[config.mk]
export PLATFORM = sky130hd
export DESIGN_NAME = scalar_kalman_filter
export DESIGN_NICKNAME = d
export VERILOG_FILES = /design/src/hdl/skf_pkg.sv /design/src/hdl/scalar_kalman_filter.sv /design/src/hdl/skf_div.sv /design/src/hdl/skf_mul.sv
export SDC_FILE = /design/constraint.sdc
export NUM_CORES = 2
export LEC_CHECK = 0
export BUFFER_PORTS_ARGS = -buffer_cell sky130_fd_sc_hd__buf_2
export CORE_ASPECT_RATIO = 0.6
export CORE_MARGIN = 2
export CORE_UTILIZATION = 70
export CTS_CLUSTER_SIZE = 28
export DETAILED_ROUTE_END_ITERATION = 7
export PLACE_DENSITY = 0.88
export SLEW_MARGIN = 20
export SYNTH_ARGS = -nofsm -noshare
export SYNTH_HDL_FRONTEND = slang
export SYNTH_SLANG_ARGS = --single-unit
[constraint.sdc]
create_clock -name clk_i -period 25.9 [get_ports clk_i]
set_input_delay 2.59 -clock clk_i [delete_from_list [all_inputs] [get_ports clk_i]]
set_output_delay 2.59 -clock clk_i [all_outputs]
set_load 0.01 [all_outputs]
[src/hdl/skf_pkg.sv]
// Shared package for the scalar Kalman filter: sequencer states, control
// bundle, opcodes and configuration register indexes.
// No dependencies.
`default_nettype none

package skf_pkg;

  localparam int unsigned DATA_W    = 32;
  localparam int unsigned CFG_IDX_W = 2;

  typedef logic [CFG_IDX_W-1:0] cfg_idx_t;

  localparam cfg_idx_t REG_PROCESS_NOISE     = 2'd0;
  localparam cfg_idx_t REG_MEASUREMENT_NOISE = 2'd1;
  localparam cfg_idx_t REG_INITIAL_ERROR     = 2'd2;
  localparam cfg_idx_t REG_INITIAL_VALUE     = 2'd3;

  typedef enum logic {
    OP_UPDATE  = 1'b0,
    OP_RESTART = 1'b1
  } op_e;

  typedef enum logic [2:0] {
    S_IDLE,
    S_PREP,
    S_DIV,
    S_MUL_EST,
    S_MUL_COV,
    S_COV_WB,
    S_OUT
  } skf_state_e;

  typedef struct packed {
    logic div_start;
    logic gain_wb;
    logic mul_cov;
    logic est_wb;
    logic cov_wb;
    logic out_load;
  } skf_ctrl_t;

endpackage

`default_nettype wire

[src/hdl/scalar_kalman_filter.sv]
// Scalar Kalman filter top level: sequencer, state registers and rounding.
// Update item: the bit-serial gain divider runs, the shared multiplier forms the estimate
// step and then the covariance scaling, and the output register is loaded. Restart item:
// loads the initial value and error, then the output register. One item at a time: the next item is
// taken only after the output register is loaded. Reset loads the register reset values at once; no clearing pass.
// Depends on skf_pkg, skf_div and skf_mul.
`default_nettype none

module scalar_kalman_filter #(
  parameter int unsigned FRAC_BITS = 16,
  parameter int unsigned GAIN_BITS = 16
) (
  input  wire logic                     clk_i,
  input  wire logic                     rst_ni,
  // configuration write port
  input  wire logic                     cfg_we_i,
  input  wire skf_pkg::cfg_idx_t        cfg_index_i,
  input  wire logic [31:0]              cfg_data_i,
  // input channel
  input  wire logic                     in_valid_i,
  output logic                          in_stall_o,
  input  wire logic [0:0]               op_i,
  input  wire logic signed [31:0]       sample_i,
  // output channel
  output logic                          out_valid_o,
  input  wire logic                     out_stall_i,
  output logic signed [31:0]            estimate_o,
  output logic [GAIN_BITS:0]            gain_o,
  output logic [31:0]                   covariance_o
);

  import skf_pkg::*;

  localparam int unsigned GW = GAIN_BITS + 1;
  localparam int unsigned AW = DATA_W + 2;
  localparam int unsigned BW = GAIN_BITS + 2;
  localparam int unsigned PW = AW + BW;
  localparam int unsigned SW = PW - GAIN_BITS;

  localparam logic [DATA_W-1:0]    COV_ONE  = DATA_W'(1) << FRAC_BITS;
  localparam logic [GW-1:0]        GAIN_ONE = GW'(1) << GAIN_BITS;
  localparam logic signed [PW-1:0] RND_HALF = PW'(1) << (GAIN_BITS - 1);

  // configuration registers
  logic [DATA_W-1:0] proc_noise_q;
  logic [DATA_W-1:0] meas_noise_q;
  logic [DATA_W-1:0] init_error_q;
  logic [DATA_W-1:0] init_value_q;

  // filter state
  logic [DATA_W-1:0] est_q;
  logic [DATA_W-1:0] cov_q;

  // per-item working registers
  logic [DATA_W-1:0] sample_q;
  logic [DATA_W-1:0] p_q;
  logic [GW-1:0]     gain_q;

  // output register
  logic              out_valid_q;
  logic [DATA_W-1:0] out_est_q;
  logic [GW-1:0]     out_gain_q;
  logic [DATA_W-1:0] out_cov_q;

  skf_state_e state_q, state_d;
  skf_ctrl_t  ctrl;
  logic       accept;

  logic [DATA_W:0]        p_sum;
  logic [DATA_W-1:0]      p_sat;
  logic [DATA_W:0]        den;
  logic [DATA_W:0]        diff;
  logic [GW-1:0]          omg;
  logic signed [AW-1:0]   mul_a;
  logic signed [BW-1:0]   mul_b;
  logic signed [PW-1:0]   mul_p;
  logic signed [PW-1:0]   rnd;
  logic [SW-1:0]          step;
  logic [SW-1:0]          est_ext;
  logic [SW-1:0]          nx;
  logic                   nx_fits;
  logic [DATA_W-1:0]      est_new;
  logic [DATA_W-1:0]      cov_new;
  logic                   div_done;
  logic [GW-1:0]          div_quot;

  assign accept = in_valid_i && (state_q == S_IDLE);

  // ---------------- configuration ----------------
  always_ff @(posedge clk_i or negedge rst_ni) begin
    if (!rst_ni) begin
      proc_noise_q <= '0;
      meas_noise_q <= COV_ONE;
      init_error_q <= COV_ONE;
      init_value_q <= '0;
    end else if (cfg_we_i) begin
      unique case (cfg_index_i)
        REG_PROCESS_NOISE:     proc_noise_q <= cfg_data_i;
        REG_MEASUREMENT_NOISE: meas_noise_q <= cfg_data_i;
        REG_INITIAL_ERROR:     init_error_q <= cfg_data_i;
        REG_INITIAL_VALUE:     init_value_q <= cfg_data_i;
      endcase
    end
  end

  // ---------------- sequencer ----------------
  always_ff @(posedge clk_i or negedge rst_ni) begin
    if (!rst_ni) begin
      state_q <= S_IDLE;
    end else begin
      state_q <= state_d;
    end
  end

  always_comb begin
    state_d = state_q;
    unique case (state_q)
      S_IDLE: begin
        if (in_valid_i) begin
          state_d = (op_i == OP_RESTART) ? S_OUT : S_PREP;
        end
      end
      S_PREP:    state_d = S_DIV;
      S_DIV: begin
        if (div_done) begin
          state_d = S_MUL_EST;
        end
      end
      S_MUL_EST: state_d = S_MUL_COV;
      S_MUL_COV: state_d = S_COV_WB;
      S_COV_WB:  state_d = S_OUT;
      S_OUT: begin
        if (!out_valid_q || !out_stall_i) begin
          state_d = S_IDLE;
        end
      end
      default:   state_d = S_IDLE;
    endcase
  end

  always_comb begin
    ctrl = '0;
    unique case (state_q)
      S_IDLE:    ;
      S_PREP:    ctrl.div_start = 1'b1;
      S_DIV:     ctrl.gain_wb   = div_done;
      S_MUL_EST: ;
      S_MUL_COV: begin
        ctrl.mul_cov = 1'b1;
        ctrl.est_wb  = 1'b1;
      end
      S_COV_WB:  ctrl.cov_wb   = 1'b1;
      S_OUT:     ctrl.out_load = !out_valid_q || !out_stall_i;
      default:   ;
    endcase
  end

  assign in_stall_o = (state_q != S_IDLE);

  // ---------------- datapath ----------------
  // Predict: p = cov + q, saturating.
  assign p_sum = {1'b0, cov_q} + {1'b0, proc_noise_q};
  assign p_sat = p_sum[DATA_W] ? '1 : p_sum[DATA_W-1:0];
  assign den   = {1'b0, p_q} + {1'b0, meas_noise_q};

  assign diff  = {sample_q[DATA_W-1], sample_q} - {est_q[DATA_W-1], est_q};
  assign omg   = GAIN_ONE - gain_q;

  assign mul_a = ctrl.mul_cov ? {2'b00, p_q} : {diff[DATA_W], diff};
  assign mul_b = ctrl.mul_cov ? {1'b0, omg} : {1'b0, gain_q};

  skf_div #(
    .GAIN_BITS(GAIN_BITS)
  ) u_div (
    .clk_i  (clk_i),
    .rst_ni (rst_ni),
    .start_i(ctrl.div_start),
    .num_i  (p_q),
    .den_i  (den),
    .done_o (div_done),
    .quot_o (div_quot)
  );

  skf_mul #(
    .AW(AW),
    .BW(BW)
  ) u_mul (
    .clk_i(clk_i),
    .a_i  (mul_a),
    .b_i  (mul_b),
    .p_o  (mul_p)
  );

  // Round to nearest, ties up, then drop the gain fraction bits.
  assign rnd     = mul_p + RND_HALF;
  assign step    = rnd[PW-1:GAIN_BITS];
  assign est_ext = {{(SW-DATA_W){est_q[DATA_W-1]}}, est_q};
  assign nx      = est_ext + step;
  assign nx_fits = (&nx[SW-1:DATA_W-1]) || !(|nx[SW-1:DATA_W-1]);
  assign est_new = nx_fits ? nx[DATA_W-1:0]
                 : (nx[SW-1] ? {1'b1, {(DATA_W-1){1'b0}}} : {1'b0, {(DATA_W-1){1'b1}}});
  assign cov_new = (|step[SW-1:DATA_W]) ? '1 : step[DATA_W-1:0];

  always_ff @(posedge clk_i or negedge rst_ni) begin
    if (!rst_ni) begin
      est_q <= '0;
      cov_q <= COV_ONE;
    end else if (accept && (op_i == OP_RESTART)) begin
      est_q <= init_value_q;
      cov_q <= init_error_q;
    end else begin
      if (ctrl.est_wb) begin
        est_q <= est_new;
      end
      if (ctrl.cov_wb) begin
        cov_q <= cov_new;
      end
    end
  end

  always_ff @(posedge clk_i) begin
    if (accept) begin
      sample_q <= sample_i;
      p_q      <= p_sat;
    end
    if (accept && (op_i == OP_RESTART)) begin
      gain_q <= '0;
    end else if (ctrl.gain_wb) begin
      gain_q <= div_quot;
    end
  end

  // ---------------- output register ----------------
  always_ff @(posedge clk_i or negedge rst_ni) begin
    if (!rst_ni) begin
      out_valid_q <= 1'b0;
    end else if (ctrl.out_load) begin
      out_valid_q <= 1'b1;
    end else if (out_valid_q && !out_stall_i) begin
      out_valid_q <= 1'b0;
    end
  end

  always_ff @(posedge clk_i) begin
    if (ctrl.out_load) begin
      out_est_q  <= est_q;
      out_gain_q <= gain_q;
      out_cov_q  <= cov_q;
    end
  end

  assign out_valid_o  = out_valid_q;
  assign estimate_o   = out_est_q;
  assign gain_o       = out_gain_q;
  assign covariance_o = out_cov_q;

endmodule

`default_nettype wire

[src/hdl/skf_div.sv]
// Restoring radix-2 divider for the filter gain: floor(num * 2^GAIN_BITS / den).
// One compare and subtract per cycle; a zero divisor yields zero.
// No package dependencies.
`default_nettype none

module skf_div #(
  parameter int unsigned GAIN_BITS = 16
) (
  input  wire logic                 clk_i,
  input  wire logic                 rst_ni,
  input  wire logic                 start_i,
  input  wire logic [31:0]          num_i,
  input  wire logic [32:0]          den_i,
  output logic                      done_o,
  output logic [GAIN_BITS:0]        quot_o
);

  localparam int unsigned QW = GAIN_BITS + 1;
  localparam int unsigned CW = $clog2(GAIN_BITS + 2);

  logic [32:0]   rem_q;
  logic [32:0]   den_q;
  logic [QW-1:0] quot_q;
  logic          zero_q;
  logic          first_q;
  logic          busy_q;
  logic          done_q;
  logic [CW-1:0] cnt_q;

  logic [33:0]   shifted;
  logic [33:0]   sub;
  logic          ge;

  // The first step compares the numerator unshifted; it yields the integer bit.
  assign shifted = first_q ? {1'b0, rem_q} : {rem_q, 1'b0};
  assign ge      = shifted >= {1'b0, den_q};
  assign sub     = shifted - {1'b0, den_q};

  always_ff @(posedge clk_i or negedge rst_ni) begin
    if (!rst_ni) begin
      busy_q  <= 1'b0;
      done_q  <= 1'b0;
      first_q <= 1'b0;
      cnt_q   <= '0;
    end else if (start_i) begin
      busy_q  <= 1'b1;
      done_q  <= 1'b0;
      first_q <= 1'b1;
      cnt_q   <= CW'(GAIN_BITS + 1);
    end else if (busy_q) begin
      first_q <= 1'b0;
      cnt_q   <= cnt_q - CW'(1);
      if (cnt_q == CW'(1)) begin
        busy_q <= 1'b0;
        done_q <= 1'b1;
      end
    end else begin
      done_q <= 1'b0;
    end
  end

  always_ff @(posedge clk_i) begin
    if (start_i) begin
      rem_q  <= {1'b0, num_i};
      den_q  <= den_i;
      zero_q <= (den_i == '0);
      quot_q <= '0;
    end else if (busy_q) begin
      rem_q  <= ge ? sub[32:0] : shifted[32:0];
      quot_q <= {quot_q[QW-2:0], ge};
    end
  end

  assign done_o = done_q;
  assign quot_o = zero_q ? '0 : quot_q;

endmodule

`default_nettype wire

[src/hdl/skf_mul.sv]
// Shared signed multiplier with a registered product, used for both the
// estimate step and the covariance scaling. No package dependencies.
`default_nettype none

module skf_mul #(
  parameter int unsigned AW = 34,
  parameter int unsigned BW = 18
) (
  input  wire logic                    clk_i,
  input  wire logic signed [AW-1:0]    a_i,
  input  wire logic signed [BW-1:0]    b_i,
  output logic signed [AW+BW-1:0]      p_o
);

  logic signed [AW+BW-1:0] p_q;

  always_ff @(posedge clk_i) begin
    p_q <= a_i * b_i;
  end

  assign p_o = p_q;

endmodule

`default_nettype wire

==> results.md <==
* Run status: finished, final reports clean
* Clk_skew at 0.0651 ns
* Reg-to-Reg End: u_mul.p_o[51]$_DFF_P_
* Worst EP arrival at roughly 11 ns
* Clk_lat worst skew at approximately 0.63 ns
* Worst setup SP type: flop
* Commonest cells in the synthesized netlist: 769 x inv_1, 543 x fa_1, 538 x nand2_1
* Initial antenna violation count at 12
* Yosys reg bits at approximately 490
* Pin count of the biggest net entering global routing at roughly 110
* Final slew viol count at 0
* Reg2Reg Depth at 32
* Die area at 68600 µm²
* Count leader, synth: inv_1
* Die W at approximately 340 µm
* Unrepaired setup endpoints after global routing: no
* Root Buffer: clkbuf_16
* Area leader, netlist: fa_1
* All-Layer GR Usage at 0.440
* Worst slew pin tran at approximately 1.3 ns
* Via density at about 6.5
* Period Utilization, post-route at 0.393
* DRC Markers at 0
* I/O pins at 155
* CTS Buffer Depth at 3
* Mapped Area at between 40000 and 50000 µm²
* Drt wl/cell at about 25 µm
* Hold endpoint: covariance_o[10]$_DFFE_PP_
* Initial Util at 0.705
* First-pass detailed-route iteration total at 7
* Fin crit period at 10.18 ns
* Relative slew slack at 0.158
* Post-CTS Setup Inserts at 0
* Register clock-pin slew on the reported worst setup and hold paths at roughly 0.07 ns
* CP max stage delay at roughly 0.76 ns
* Grt ovf at 0
* # resized after CTS at 0
* CTS Hold Buffers Added at 0
* Register area share after synthesis at 0.277
* Worst min-delay path class: reg2reg
* Layout cell share with drive strength beyond 1 at 0.107
* EDFF count, synth at ~210
* Total CTS buffers at 46
* Core Area at 65900 µm²
* Number of global-route vias before repair at roughly 38000
* Asr flop ratio synth at 0.419
* Mean Syn Cell Area at 9.55 µm²
* Setup Crit Path Kind: reg2reg
* Fmax at just under 100 MHz
* Post-synth top area share at 0.234
* CTS Sinks at 487
* Final setup vio count at 0
* Post-Synthesis Cells at around 4900
* Layout area overhead at 7.46%
* First-pass GRT wire length at about 230 mm
* CP endpoint kind: flop
* Final hold violation count at 0
* DRT antenna net count at 0
* Yosys warning total at 0
* Routability cong. at roughly 1.0
* Post-Syn Nets at between 5000 and 6000
* DRT iter0 DRCs at 5200
* DIE HEIGHT at about 200 µm
* Reg2reg start: est_q[1]$_DFFE_PN0P_
* Ys flop type: edfxtp_1
* Min-delay src: cov_q[10]$_DFFE_PN0P_
* Nets at ~5800
* Critical Path Most Common Cell: fa_1
* H-tree depth at 2
* Count of different cell masters after synthesis at 92
* Row Count at 73
* Worst-case register-to-register setup slack at roughly 16 ns
* Final HPWL DP at between 100 and 150 mm
* CP max-delay cell: xor2_1
* CTS tree: built
* Via count at about 38000
* Setup TNS at 0 ns
* WP data required at 26.34 ns
* Worst-path maximum fanout at 9
* Worst hold stages at 0
* Final WL at about 150 mm
* # port buffers at approximately 150
* Max Cap Viol at 0
* Top post-synthesis cells by area: fa_1 23%, edfxtp_1 14%, dfrtp_1 11%
[logic make-up (layout without fill, tap and decap cells)]
kind of cell	count (synthesis)	after routing	share of synthesized area
buffers and inverters	952	1064	0.0773
adders and majority gates	829	829	0.311
muxes	198	198	0.0471
other	0	10	0
xor gates and xnor gates	233	233	0.0439
and+or+nand+nor	1312	1312	0.127
DFF	487	487	0.277
AOI/OAI and AO/OA	858	858	0.117
[registers in the layout (all words and copies together) (netlist names), 3 cells and up]
name and count:
cov_q 32, covariance_o 32, est_q 32, estimate_o 32, gain_o 17, gain_q 17
init_error_q 32, init_value_q 32, meas_noise_q 32, p_q 32, proc_noise_q 32, sample_q 32
state_q 3, u_div.cnt_q 5, u_div.den_q 33, u_div.quot_q 17, u_div.rem_q 33, u_mul.p_o 37
[per-layer routing]
layer  share of wire  vias up  global-route usage
li1                -    16165                   -
met1            0.38    18523               0.619
met2            0.40     2915               0.596
met3            0.18      527               0.201
met4           0.043       12               0.161
met5         0.00058        -                   0
[worst max-delay path: cells and delay by family (launching register included)]
family	cells	cell delay [ns]
fa+ha+maj	8	3.93
compound gates	12	3.09
simple gates	6	1.36
xor+xnor	2	0.88
flops	1	0.42
buf+inv	4	0.30
[placed cells by master, fill, tap and decap left out, types with 84 or more instances in the layout]
master	n
a21o_1	100
buf_2	153
ha_1	286
dfrtp_1	201
edfxtp_1	211
inv_1	769
nand2_1	536
xor2_1	84
nor2_1	371
fa_1	543
a21oi_1	275
o21ai_0	200
mux2_2	166
xnor2_1	137
[per-stage QoR]
step / util / hold slack [ns] / setup WS [ns] / instance area (µm²) / instances
2_1_floorplan: - / 0.406 / 17.48 / 46500 / 4869
3_3_place_gp: 0.733 / 0.457 / 16.38 / 48300 / 5795
3_5_place_dp: 0.733 / 0.469 / 16.14 / 48300 / 5795
4_1_cts: 0.757 / 0.483 / 16.00 / 49900 / 5881
5_1_grt: 0.758 / 0.500 / 15.28 / 50000 / 5881
6_report: 0.758 / 0.483 / 15.72 / 50000 / 5891
[final cells by class]
type	instances	area [µm²]
clock buffer	66	1440
timing repair buffer	208	1180
tap	900	1130
sequential	487	12900
antenna	10	25.0
multi-input combinational	3430	30300
inverter	770	2890
fill	4546	16000
clock inverter	20	184
[worst max-delay path by stage]
stage | start | endpoint | slack (ns)
2_1_floorplan | sample_q[0]$_DFFE_PP_ | u_mul.p_o[51]$_DFF_P_ | 17.48
3_3_place_gp | est_q[1]$_DFFE_PN0P_ | u_mul.p_o[42]$_DFF_P_ | 16.38
5_1_grt | est_q[0]$_DFFE_PN0P_ | u_mul.p_o[51]$_DFF_P_ | 15.28
4_1_cts | est_q[0]$_DFFE_PN0P_ | u_mul.p_o[51]$_DFF_P_ | 16.00
6_report | est_q[1]$_DFFE_PN0P_ | u_mul.p_o[51]$_DFF_P_ | 15.72
3_5_place_dp | sample_q[0]$_DFFE_PP_ | u_mul.p_o[51]$_DFF_P_ | 16.14
Power is not shown: default switching activity piles up to over one toggle a cycle in this logic, so the estimate is an artifact.
